`src/rtl/assert_macros.svh`:
```
// Assertion macros used by the RTL top level; they compile to nothing under synthesis.
`ifndef ASSERT_MACROS_SVH
`define ASSERT_MACROS_SVH
`ifndef SYNTHESIS
`define ASSERT_ALWAYS(lbl, clk_s, rst_s, cond, msg) \
  lbl: assert property (@(posedge clk_s) disable iff (rst_s) (cond)) else $error(msg);
`define ASSERT_IMPLIES(lbl, clk_s, rst_s, ante, cons, msg) \
  lbl: assert property (@(posedge clk_s) disable iff (rst_s) (ante) |-> (cons)) else $error(msg);
`define ASSERT_NEXT(lbl, clk_s, rst_s, ante, cons, msg) \
  lbl: assert property (@(posedge clk_s) disable iff (rst_s) (ante) |=> (cons)) else $error(msg);
`else
`define ASSERT_ALWAYS(lbl, clk_s, rst_s, cond, msg)
`define ASSERT_IMPLIES(lbl, clk_s, rst_s, ante, cons, msg)
`define ASSERT_NEXT(lbl, clk_s, rst_s, ante, cons, msg)
`endif
`endif

```
`src/rtl/vsr_pkg.sv`:
```
// Shared widths, register indexes and bundle types of the volume address generator.
package vsr_pkg;

  localparam int DIM_BITS      = 11;
  localparam int COORD_BITS    = 11;
  localparam int SHIFT_BITS    = 12;
  localparam int INDEX_BITS    = 30;
  localparam int AREA_BITS     = 2 * DIM_BITS;
  localparam int CFG_IDX_BITS  = 3;
  localparam int CFG_DATA_BITS = 12;

  localparam logic [CFG_IDX_BITS-1:0] REG_DIM_X   = 3'd0;
  localparam logic [CFG_IDX_BITS-1:0] REG_DIM_Y   = 3'd1;
  localparam logic [CFG_IDX_BITS-1:0] REG_DIM_Z   = 3'd2;
  localparam logic [CFG_IDX_BITS-1:0] REG_SHIFT_X = 3'd3;
  localparam logic [CFG_IDX_BITS-1:0] REG_SHIFT_Y = 3'd4;
  localparam logic [CFG_IDX_BITS-1:0] REG_SHIFT_Z = 3'd5;
  localparam logic [CFG_IDX_BITS-1:0] REG_REVERSE = 3'd6;
  localparam logic [CFG_IDX_BITS-1:0] REG_ENABLED = 3'd7;

  typedef struct packed {
    logic [COORD_BITS-1:0] x;
    logic [COORD_BITS-1:0] y;
    logic [COORD_BITS-1:0] z;
  } vsr_coord_t;

  typedef struct packed {
    logic [DIM_BITS-1:0]  dim_x;
    logic [AREA_BITS-1:0] area_xy;
  } vsr_geom_t;

endpackage

```
`src/rtl/vsr_offset.sv`:
```
// Iterative remainder unit: shift mod dim, one quotient bit per cycle.
module vsr_offset
  import vsr_pkg::*;
(
  input  logic                         clk,
  input  logic                         rst,
  input  logic                         start,
  input  logic signed [SHIFT_BITS-1:0] shift,
  input  logic [DIM_BITS-1:0]          dim,
  output logic                         busy,
  output logic [COORD_BITS-1:0]        offset
);

  localparam int STEP_BITS = $clog2(SHIFT_BITS + 1);

  logic [STEP_BITS-1:0]  cnt;
  logic [SHIFT_BITS-1:0] mag;
  logic                  neg;
  logic [DIM_BITS-1:0]   rem;
  logic [DIM_BITS-1:0]   divisor;

  logic [DIM_BITS:0]     trial;
  logic [DIM_BITS-1:0]   rem_next;

  always_comb begin
    trial = {rem, mag[SHIFT_BITS-1]};
    if (trial >= {1'b0, divisor}) begin
      rem_next = DIM_BITS'(trial - {1'b0, divisor});
    end else begin
      rem_next = trial[DIM_BITS-1:0];
    end
  end

  always_ff @(posedge clk) begin
    if (rst) begin
      busy   <= 1'b0;
      cnt    <= '0;
      offset <= '0;
    end else if (start) begin
      busy    <= 1'b1;
      cnt     <= STEP_BITS'(SHIFT_BITS);
      // magnitude as unsigned; the most negative shift maps onto its own pattern
      mag     <= shift[SHIFT_BITS-1] ? SHIFT_BITS'(-shift) : SHIFT_BITS'(shift);
      neg     <= shift[SHIFT_BITS-1];
      rem     <= '0;
      divisor <= dim;
    end else if (busy) begin
      rem <= rem_next;
      mag <= mag << 1;
      cnt <= cnt - STEP_BITS'(1);
      if (cnt == STEP_BITS'(1)) begin
        busy <= 1'b0;
        // true modulo: a negative shift with a remainder folds back into range
        if (neg && (rem_next != '0)) begin
          offset <= COORD_BITS'(divisor - rem_next);
        end else begin
          offset <= COORD_BITS'(rem_next);
        end
      end
    end
  end

endmodule

```
`src/rtl/vsr_index_pipe.sv`:
```
// Index pipeline: coordinate register, product register, output word register.
module vsr_index_pipe
  import vsr_pkg::*;
#(
  parameter int VALUE_BITS = 32
) (
  input  logic                  clk,
  input  logic                  rst,
  input  logic                  in_valid,
  input  vsr_coord_t            coord,
  input  logic [VALUE_BITS-1:0] value,
  input  logic                  last,
  input  vsr_geom_t             geom,
  output logic                  ready,
  output logic                  out_valid,
  input  logic                  out_ready,
  output logic [INDEX_BITS-1:0] dest_index,
  output logic [VALUE_BITS-1:0] value_out,
  output logic                  last_out
);

  localparam int PLANE_BITS = COORD_BITS + AREA_BITS;

  logic                  advance;

  logic                  a_valid;
  vsr_coord_t            a_coord;
  logic [VALUE_BITS-1:0] a_value;
  logic                  a_last;

  logic                  b_valid;
  logic [COORD_BITS-1:0] b_x;
  logic [AREA_BITS-1:0]  b_row;
  logic [INDEX_BITS-1:0] b_plane;
  logic [VALUE_BITS-1:0] b_value;
  logic                  b_last;

  logic [AREA_BITS-1:0]             row_prod;
  logic [PLANE_BITS-1:0]            plane_prod;

  assign advance = !out_valid || out_ready;
  assign ready   = advance;

  assign row_prod   = AREA_BITS'(a_coord.y) * AREA_BITS'(geom.dim_x);
  assign plane_prod = PLANE_BITS'(a_coord.z) * PLANE_BITS'(geom.area_xy);

  always_ff @(posedge clk) begin
    if (rst) begin
      a_valid   <= 1'b0;
      b_valid   <= 1'b0;
      out_valid <= 1'b0;
    end else if (advance) begin
      a_valid   <= in_valid;
      b_valid   <= a_valid;
      out_valid <= b_valid;
    end
  end

  always_ff @(posedge clk) begin
    if (advance) begin
      a_coord    <= coord;
      a_value    <= value;
      a_last     <= last;
      b_x        <= a_coord.x;
      b_row      <= row_prod;
      b_plane    <= plane_prod[INDEX_BITS-1:0];
      b_value    <= a_value;
      b_last     <= a_last;
      dest_index <= b_plane + INDEX_BITS'(b_row) + INDEX_BITS'(b_x);
      value_out  <= b_value;
      last_out   <= b_last;
    end
  end

endmodule

```
`src/rtl/volume_shift_reverse_addr_gen.sv`:
```
// Volume address generator: periodic shift and axis reversal of raster voxel positions.
// Path: an accepted input word passes the coordinate, product and output word registers.
// Throughput: one word per cycle while m_tready holds and no remainder unit is busy; the
// position counters and index pipeline take a word every cycle. A dim or shift write starts
// the remainder units, which hold off both channels until their offsets are ready.
// Reset: dims 1, shifts 0, no reversal, enabled, counters at zero, pipeline empty.
`include "assert_macros.svh"
module volume_shift_reverse_addr_gen
  import vsr_pkg::*;
#(
  parameter int DIM_MAX    = 1024,
  parameter int VALUE_BITS = 32,
  localparam int IN_W  = ((VALUE_BITS + 7) / 8) * 8,
  localparam int OUT_W = ((INDEX_BITS + VALUE_BITS + 7) / 8) * 8
) (
  input  logic                     clk,
  input  logic                     rst,
  input  logic                     s_tvalid,
  output logic                     s_tready,
  input  logic [IN_W-1:0]          s_tdata,   // voxel_value
  output logic                     m_tvalid,
  input  logic                     m_tready,
  output logic [OUT_W-1:0]         m_tdata,   // dest_index, value_out
  output logic                     m_tlast,
  input  logic                     cfg_valid,
  output logic                     cfg_ready,
  input  logic [CFG_IDX_BITS-1:0]  cfg_index,
  input  logic [CFG_DATA_BITS-1:0] cfg_data
);

  localparam int DIM_CAP = (DIM_MAX > (1 << DIM_BITS) - 1) ? (1 << DIM_BITS) - 1 : DIM_MAX;
  localparam int PW      = $clog2(DIM_CAP);

  logic [DIM_BITS-1:0]          dim_x, dim_y, dim_z;
  logic signed [SHIFT_BITS-1:0] shift_x, shift_y, shift_z;
  logic [2:0]                   reverse_mask;
  logic                         enabled;
  logic [AREA_BITS-1:0]         area_xy;

  logic [PW-1:0]                pos_x, pos_y, pos_z;
  logic                         start_q;

  logic                         cfg_we, accept, busy, pipe_ready;
  logic                         busy_x, busy_y, busy_z;
  logic [COORD_BITS-1:0]        off_x, off_y, off_z;
  logic [DIM_BITS-1:0]          dim_eff;
  logic                         x_end, y_end, z_end;
  logic [COORD_BITS-1:0]        px, py, pz;
  vsr_coord_t                   coord;
  vsr_geom_t                    geom;
  logic [INDEX_BITS-1:0]        dest_index;
  logic [VALUE_BITS-1:0]        value_out;

  function automatic logic [COORD_BITS-1:0] map_axis(
    input logic [COORD_BITS-1:0] p,
    input logic [COORD_BITS-1:0] off,
    input logic [DIM_BITS-1:0]   dim,
    input logic                  rev,
    input logic                  en
  );
    logic [COORD_BITS:0]   s;
    logic [COORD_BITS-1:0] w;
    s = {1'b0, p} + {1'b0, off};
    if (s >= {1'b0, dim}) begin
      w = COORD_BITS'(s - {1'b0, dim});
    end else begin
      w = s[COORD_BITS-1:0];
    end
    if (rev) begin
      w = dim - COORD_BITS'(1) - w;
    end
    return en ? w : p;
  endfunction

  assign busy      = start_q || busy_x || busy_y || busy_z;
  assign cfg_ready = !busy;
  assign cfg_we    = cfg_valid && cfg_ready;
  assign s_tready  = pipe_ready && !busy;
  assign accept    = s_tvalid && s_tready;

  always_comb begin
    if (cfg_data[DIM_BITS-1:0] == '0) begin
      dim_eff = DIM_BITS'(1);
    end else if (cfg_data[DIM_BITS-1:0] > DIM_BITS'(DIM_CAP)) begin
      dim_eff = DIM_BITS'(DIM_CAP);
    end else begin
      dim_eff = cfg_data[DIM_BITS-1:0];
    end
  end

  always_ff @(posedge clk) begin
    if (rst) begin
      dim_x        <= DIM_BITS'(1);
      dim_y        <= DIM_BITS'(1);
      dim_z        <= DIM_BITS'(1);
      shift_x      <= '0;
      shift_y      <= '0;
      shift_z      <= '0;
      reverse_mask <= '0;
      enabled      <= 1'b1;
      start_q      <= 1'b0;
    end else begin
      start_q <= 1'b0;
      if (cfg_we) begin
        case (cfg_index)
          REG_DIM_X: begin
            dim_x   <= dim_eff;
            start_q <= 1'b1;
          end
          REG_DIM_Y: begin
            dim_y   <= dim_eff;
            start_q <= 1'b1;
          end
          REG_DIM_Z: begin
            dim_z   <= dim_eff;
            start_q <= 1'b1;
          end
          REG_SHIFT_X: begin
            shift_x <= cfg_data;
            start_q <= 1'b1;
          end
          REG_SHIFT_Y: begin
            shift_y <= cfg_data;
            start_q <= 1'b1;
          end
          REG_SHIFT_Z: begin
            shift_z <= cfg_data;
            start_q <= 1'b1;
          end
          REG_REVERSE: reverse_mask <= cfg_data[2:0];
          REG_ENABLED: enabled      <= cfg_data[0];
          default: ;
        endcase
      end
    end
  end

  // plane size for the z term, refreshed every cycle
  always_ff @(posedge clk) begin
    area_xy <= AREA_BITS'(dim_x) * AREA_BITS'(dim_y);
  end

  assign px    = COORD_BITS'(pos_x);
  assign py    = COORD_BITS'(pos_y);
  assign pz    = COORD_BITS'(pos_z);
  assign x_end = px == dim_x - DIM_BITS'(1);
  assign y_end = py == dim_y - DIM_BITS'(1);
  assign z_end = pz == dim_z - DIM_BITS'(1);

  // raster position of the next voxel; a geometry write restarts the volume
  always_ff @(posedge clk) begin
    if (rst) begin
      pos_x <= '0;
      pos_y <= '0;
      pos_z <= '0;
    end else if (cfg_we && (cfg_index == REG_DIM_X || cfg_index == REG_DIM_Y ||
                            cfg_index == REG_DIM_Z)) begin
      pos_x <= '0;
      pos_y <= '0;
      pos_z <= '0;
    end else if (accept) begin
      if (x_end) begin
        pos_x <= '0;
        if (y_end) begin
          pos_y <= '0;
          if (z_end) begin
            pos_z <= '0;
          end else begin
            pos_z <= pos_z + PW'(1);
          end
        end else begin
          pos_y <= pos_y + PW'(1);
        end
      end else begin
        pos_x <= pos_x + PW'(1);
      end
    end
  end

  vsr_offset u_off_x (
    .clk    (clk),
    .rst    (rst),
    .start  (start_q),
    .shift  (shift_x),
    .dim    (dim_x),
    .busy   (busy_x),
    .offset (off_x)
  );

  vsr_offset u_off_y (
    .clk    (clk),
    .rst    (rst),
    .start  (start_q),
    .shift  (shift_y),
    .dim    (dim_y),
    .busy   (busy_y),
    .offset (off_y)
  );

  vsr_offset u_off_z (
    .clk    (clk),
    .rst    (rst),
    .start  (start_q),
    .shift  (shift_z),
    .dim    (dim_z),
    .busy   (busy_z),
    .offset (off_z)
  );

  assign coord.x       = map_axis(px, off_x, dim_x, reverse_mask[0], enabled);
  assign coord.y       = map_axis(py, off_y, dim_y, reverse_mask[1], enabled);
  assign coord.z       = map_axis(pz, off_z, dim_z, reverse_mask[2], enabled);
  assign geom.dim_x    = dim_x;
  assign geom.area_xy  = area_xy;

  vsr_index_pipe #(
    .VALUE_BITS (VALUE_BITS)
  ) u_pipe (
    .clk        (clk),
    .rst        (rst),
    .in_valid   (accept),
    .coord      (coord),
    .value      (s_tdata[VALUE_BITS-1:0]),
    .last       (x_end && y_end && z_end),
    .geom       (geom),
    .ready      (pipe_ready),
    .out_valid  (m_tvalid),
    .out_ready  (m_tready),
    .dest_index (dest_index),
    .value_out  (value_out),
    .last_out   (m_tlast)
  );

  assign m_tdata = OUT_W'({value_out, dest_index});

  `ASSERT_ALWAYS(a_pos_in_range, clk, rst,
                 (px < dim_x) && (py < dim_y) && (pz < dim_z),
                 "position counter outside volume")
  `ASSERT_NEXT(a_last_wraps, clk, rst, accept && x_end && y_end && z_end,
               (pos_x == '0) && (pos_y == '0) && (pos_z == '0),
               "counters did not wrap after last voxel")
  `ASSERT_IMPLIES(a_offset_range, clk, rst, !busy,
                  (off_x < dim_x) && (off_y < dim_y) && (off_z < dim_z),
                  "shift offset not reduced below dimension")

endmodule

```
`config.mk`:
```
export PLATFORM = sky130hd
export DESIGN_NAME = volume_shift_reverse_addr_gen
export DESIGN_NICKNAME = d
export VERILOG_FILES = /design/src/rtl/vsr_pkg.sv /design/src/rtl/vsr_offset.sv /design/src/rtl/vsr_index_pipe.sv /design/src/rtl/volume_shift_reverse_addr_gen.sv
export VERILOG_INCLUDE_DIRS = /design/src /design/src/rtl
export SDC_FILE = /design/constraint.sdc
export NUM_CORES = 2
export LEC_CHECK = 0
export ABC_AREA = 1
export BUFFER_PORTS_ARGS = -buffer_cell sky130_fd_sc_hd__buf_4
export CORE_MARGIN = 4
export CORE_UTILIZATION = 25
export DETAILED_ROUTE_END_ITERATION = 8
export MAX_ROUTING_LAYER = met4
export PLACE_DENSITY = 0.5
export SYNTH_ARGS = -nofsm -noshare
export SYNTH_HDL_FRONTEND = slang
export SYNTH_HIERARCHICAL = 1
export SYNTH_SLANG_ARGS = --single-unit
```
`constraint.sdc`:
```
create_clock -name clk -period 8.4 [get_ports clk]
set_input_delay 1.26 -clock clk [delete_from_list [all_inputs] [get_ports clk]]
set_output_delay 1.26 -clock clk [all_outputs]
set_load 0.005 [all_outputs]
```
; Word level (Yosys, flattened, before mapping)
; Cells that the tools add are included.
[word_totals]
register_bits = 507
[classes]
addsub = 29
n_mul = 3
magnitude_cmp = 7
eq_ne = 13
mux = 48
bitwise_logic = 3
n_reduce_logical = 46
[ops]
columns = operator, count
row1 = two-way mux 11 bit, 17
row2 = subtractor 11 bit, 12
row3 = two-way mux 12 bit, 9
row4 = >= comparator 12 x 11 -> 1 bit, 6
row5 = two-way mux 10 bit, 6
row6 = multiplier 11 x 11 -> 22 bit, 2
row7 = adder 10 x 11 -> 12 bit, 3
row8 = negation 12 bit, 3
row9 = equality test 10 x 11 -> 1 bit, 3
row10 = nonzero test 11 bit, 3
row11 = subtractor 11 x 1 -> 11 bit (second input constant), 3
row12 = adder 10 x 1 -> 10 bit (second input constant), 3
row13 = adder 30 x 11 -> 30 bit, 1
row14 = adder 30 x 22 -> 30 bit, 1
row15 = multiplier 11 x 22 -> 30 bit, 1
row16 = AND reduction 2 bit, 13
row17 = two-way mux 4 bit, 6
row18 = equality test 3 bit (second input constant), 4
row19 = equality test 4 x 1 -> 1 bit (second input constant), 3
row20 = AND reduction 3 bit, 4
row21 = subtractor 4 x 1 -> 4 bit (second input constant), 3
row22 = > comparator 11 bit (second input constant), 1
row23 = logical NOT 11 bit, 1
row24 = two-way mux 1 bit, 10
row25 = 10 further kinds, 31

; Longest topological paths before layout
[depth]
word_depth = 7
depth_mapped = 33
depth_no_buf = 32

; Modules after synthesis
; Netlist, hierarchy kept.
[modules_own_cells]
columns = mod, instances, cells_each, area_per_inst_um2, seq_area_each_um2
row1 = vsr_index_pipe, 1, 2514, 21725.8, 6816.5
row2 = volume_shift_reverse_addr_gen, 1, 2410, 15542.4, 2522.4
row3 = vsr_offset, 3, 494, 3647.2, 1371.3

; Least setup slack after synthesis
; Ideal clock, no wire load.
[synth_path]
kind = input-to-output
from = input m_tready
to = output s_tready
arrival_time_ps = 6139
setup_slack_ps = 1001
stages = 4
cell_sequence = nor2_1 inv_1 inv_1 nor2_1
[synth_between]
elab_chain_len = 2
[synth_lines]
columns = item, line_no
row1 = from (decl), volume_shift_reverse_addr_gen.sv:22  ; input logic m_tready,
row2 = logical OR 1 bit, vsr_index_pipe.sv:41  ; assign advance = !out_valid || out_ready;
row3 = via pipe_ready, volume_shift_reverse_addr_gen.sv:43  ; logic cfg_we, accept, busy, pipe_ready;
row4 = logical AND 1 bit, volume_shift_reverse_addr_gen.sv:78  ; assign s_tready = pipe_ready && !busy;
row5 = to (decl), volume_shift_reverse_addr_gen.sv:19  ; output logic s_tready,
; The timed path passes the listed nets, and every way through them passes these cells.

; Final worst setup path
[layout_path]
from = register u_pipe/a_coord[5] (netlist name)
to = register u_pipe.b_plane[28] (data pin)
[layout_between]
elab_chain_len = 1
[layout_lines]
columns = item, line_no
row1 = from (decl), vsr_index_pipe.sv:27  ; vsr_coord_t a_coord;
row2 = from (signal assigned), vsr_index_pipe.sv:61  ; a_coord <= coord;
row3 = multiplier 11 x 22 -> 30 bit, vsr_index_pipe.sv:45  ; assign plane_prod = PLANE_BITS'(a_coord.z) * PLANE_BITS'(geom.area_xy);
row4 = via u_pipe.plane_prod[28], vsr_index_pipe.sv:39  ; logic [PLANE_BITS-1:0] plane_prod;
row5 = to (signal assigned), vsr_index_pipe.sv:66  ; b_plane <= plane_prod[INDEX_BITS-1:0];
row6 = to (decl), vsr_index_pipe.sv:34  ; logic [INDEX_BITS-1:0] b_plane;
; The timed path passes the listed nets, and every way through them passes these cells.
; A chain may end at the register's enable or synchronous reset.

==> flow_summary.json <==
{
  "outcome": "finished clean",
  "finClkSkew_ps": 46.4,
  "drv_cap": 0,
  "final_core_utilization": 0.281,
  "htreeDepth": 2,
  "synth_flop_cell": "edfxtp_1",
  "clkTransAtPathRegs_ps": 60,
  "ys_seq_area_frac": 0.279,
  "stdcell_count": 9014,
  "start_util": 0.252,
  "power_frac_comb": 0.338,
  "crit_path_max_fanout": 22,
  "dr.pass1.iters": 6,
  "setup_viol": 0,
  "clk_latency_ps": 670,
  "wl_per_cell_um": 16.0,
  "worstPathRequired_ps": 8780,
  "worstMarginPinSlew_ps": 1260,
  "portBuffers": 117,
  "dp_hpwl_um": 113000,
  "cts_buffers": 57,
  "dieArea_um2": 200000,
  "synth_enable_flop_cells": 330,
  "cts_setup_buffers": 0,
  "numPlacedInstances": 8910,
  "power_frac_clock": 0.272,
  "path_common_cell": "fa_1",
  "p_leak_nw": 28.0,
  "postCtsHoldBufs": 0,
  "setup_tns_ps": 0,
  "ios": 120,
  "slew_headroom": 0.162,
  "totalWireLength_um": 144000,
  "tritoncts": "yes",
  "synthArstFlopShare": 0,
  "grt_max_degree": 176,
  "grt_pass1_vias": 40600,
  "setup_slack_ps": 2680,
  "ant_nets": 0,
  "min_path_type": "register to register",
  "intPower_mw": 5.46,
  "fin_nets": 7243,
  "worstPathArrival_ps": 6100,
  "vias_per_cell": 4.49,
  "cts-resized-gates": 0,
  "finalCriticalPeriod_ps": 5720,
  "critPathLaunchType": "register",
  "drc": 0,
  "power_mw": 8.92,
  "crit_chain": "nand2_1 > fa_1 > inv_1 > fa_1 > fa_1 > fa_1 > inv_1 > fa_1 > inv_1 > ha_1 > nand2_1 > nor2_2 > and2_2 > and2_1 > nand2_1 > nand3_1 > nand2_1",
  "p_seq_frac": 0.390,
  "die_w_um": 447,
  "max-clock-path-buffers": 3,
  "syn_area_um2": 48200,
  "fmax_mhz": 175,
  "drv_slew": 0,
  "grt-ovfl-total": 0,
  "cp_slowest_stage_delay_ps": 1090,
  "finalHoldViolations": 0,
  "syn2layout_area_growth_pct": 11.1,
  "gp_congestion": 0.913,
  "yosysUniqueCellTypes": 56,
  "grtUsageTotal": 0.147,
  "synth.avg_cell_area_um2": 7.53,
  "drive_above_1_share": 0.0586,
  "dp_slack_ps": 2690,
  "rows": 160,
  "worst-setup-path-type": "register to register",
  "final_common_cell": "nand2_1",
  "pwr_density_cell_nw_per_um2": 166,
  "critPathCaptureType": "register",
  "core_um2": 191000,
  "p_switching_mw": 3.46,
  "crit_path_top_delay_cell": "edfxtp_1",
  "fin_crit_sh": 0.680,
  "cts.sinks": 507,
  "ir_drop_v": 0.000162,
  "ys_ff_latch": 507,
  "cts-root-buf": "clkbuf_16",
  "via_count": 40500,
  "grt_antenna_before_repair": 4,
  "die_h_um": 447,
  "grt_pass1_wl_um": 228000,
  "layout_common_cells": "nand2_1, inv_1, nor2_1",
  "switching_share": 0.388,
  "synth_cells": 6406,
  "yosys_warnings": 6,
  "first_iter_violations": 2666,
  "rsz0062_at_grt": "no"
}
-- cell type report --
| type | count | area (um^2) |
|---|---|---|
| Fill cell | 20900 | 137000 |
| Multi-Input combinational cell | 4483 | 29400 |
| Sequential cell | 507 | 13500 |
| Inverter | 1262 | 4740 |
| Tap cell | 2511 | 3140 |
| Clock buffer | 78 | 1570 |
| Timing Repair Buffer | 147 | 1120 |
| Clock inverter | 22 | 185 |
| Antenna cell | 4 | 10.0 |
-- cells by family (layout without fill, tap and decap cells) --
family / Yosys count / count (layout) / synth area share
and+or+nand+nor: 2890 / 2890 / 0.252
adders and majority gates: 733 / 733 / 0.246
xor gates and xnor gates: 196 / 196 / 0.0356
buffers and inverters: 1417 / 1509 / 0.113
DFF: 507 / 507 / 0.279
other: 1 / 6 / 0.0000778
AOI/OAI and AO/OA: 662 / 662 / 0.0747
-- per-stage QoR --
| stage | hold WS (ps) | cell area [um^2] |
|---|---|---|
| 2_1_floorplan | 400 | 48200 |
| 3_3_place_gp | 400 | 51800 |
| 3_5_place_dp | 405 | 51800 |
| 4_1_cts | 416 | 53600 |
| 5_1_grt | 420 | 53600 |
| 6_report | 414 | 53600 |
-- worst paths after layout --
check	startpoint	slack, ps	depth (start not counted)	endpoint
worst min register to register	u_pipe/b_value[9]	410	0	u_pipe/value_out[9]
worst max register to register	u_pipe/a_coord[5]	2680	17	u_pipe/b_plane[28]
worst max-delay path	u_pipe/a_coord[5]	2680	17	u_pipe/b_plane[28]
worst min-delay path	u_pipe/b_value[9]	410	0	u_pipe/value_out[9]
-- synthesized netlist by cell type, drive strengths merged (23+ instances only) --
master  count  area [um^2]
a21oi     301         1560
a31oi      23          144
buf        25          200
clkbuf    130          488
dfxtp     177         3540
edfxtp    330         9910
fa        361         7230
ha        372         4650
inv      1254         4710
nand2    1865         7080
nand3     377         2030
nand4      75          469
nor2      455         1810
nor3       56          317
o21ai     266         1350
or2        25          156
xnor2      58          508
xor2      138         1210
-- routing by layer --
metal,global-route usage,vias up,routed length (um)
li1,-,20100,-
met1,0.198,19300,68600
met2,0.240,933,66200
met3,0.0161,164,6520
met4,0.0264,0,2590
met5,-,-,0
-- state kept, by name (all words and copies together), names as in the netlist, 22 cells and up --
signal / cells
area_xy: 22
u_pipe/a_coord: 33
u_pipe/a_value: 32
u_pipe/b_plane: 30
u_pipe/b_row: 22
u_pipe/b_value: 32
u_pipe/dest_index: 30
u_pipe/value_out: 32
-- power by group through the flow --
| stage | Clock, mW | Combinational, mW | Sequential, mW |
|---|---|---|---|
| floorplan | 0 | 2.22 | 3.22 |
| global placement | 0 | 2.99 | 3.53 |
| detailed placement | 0 | 2.99 | 3.54 |
| CTS | 2.51 | 3.01 | 3.49 |
| global route | 2.61 | 3.43 | 3.52 |
| finish | 2.43 | 3.01 | 3.48 |
-- critical path: cells and delay by family (launching register included) --
| family | cells | cell delay (ps) |
|---|---|---|
| DFF | 1 | 1090 |
| and+or+nand+nor | 8 | 1110 |
| buffers and inverters | 3 | 150 |
| adders and majority gates | 6 | 3100 |
Power figures use the tool's default switching activity.
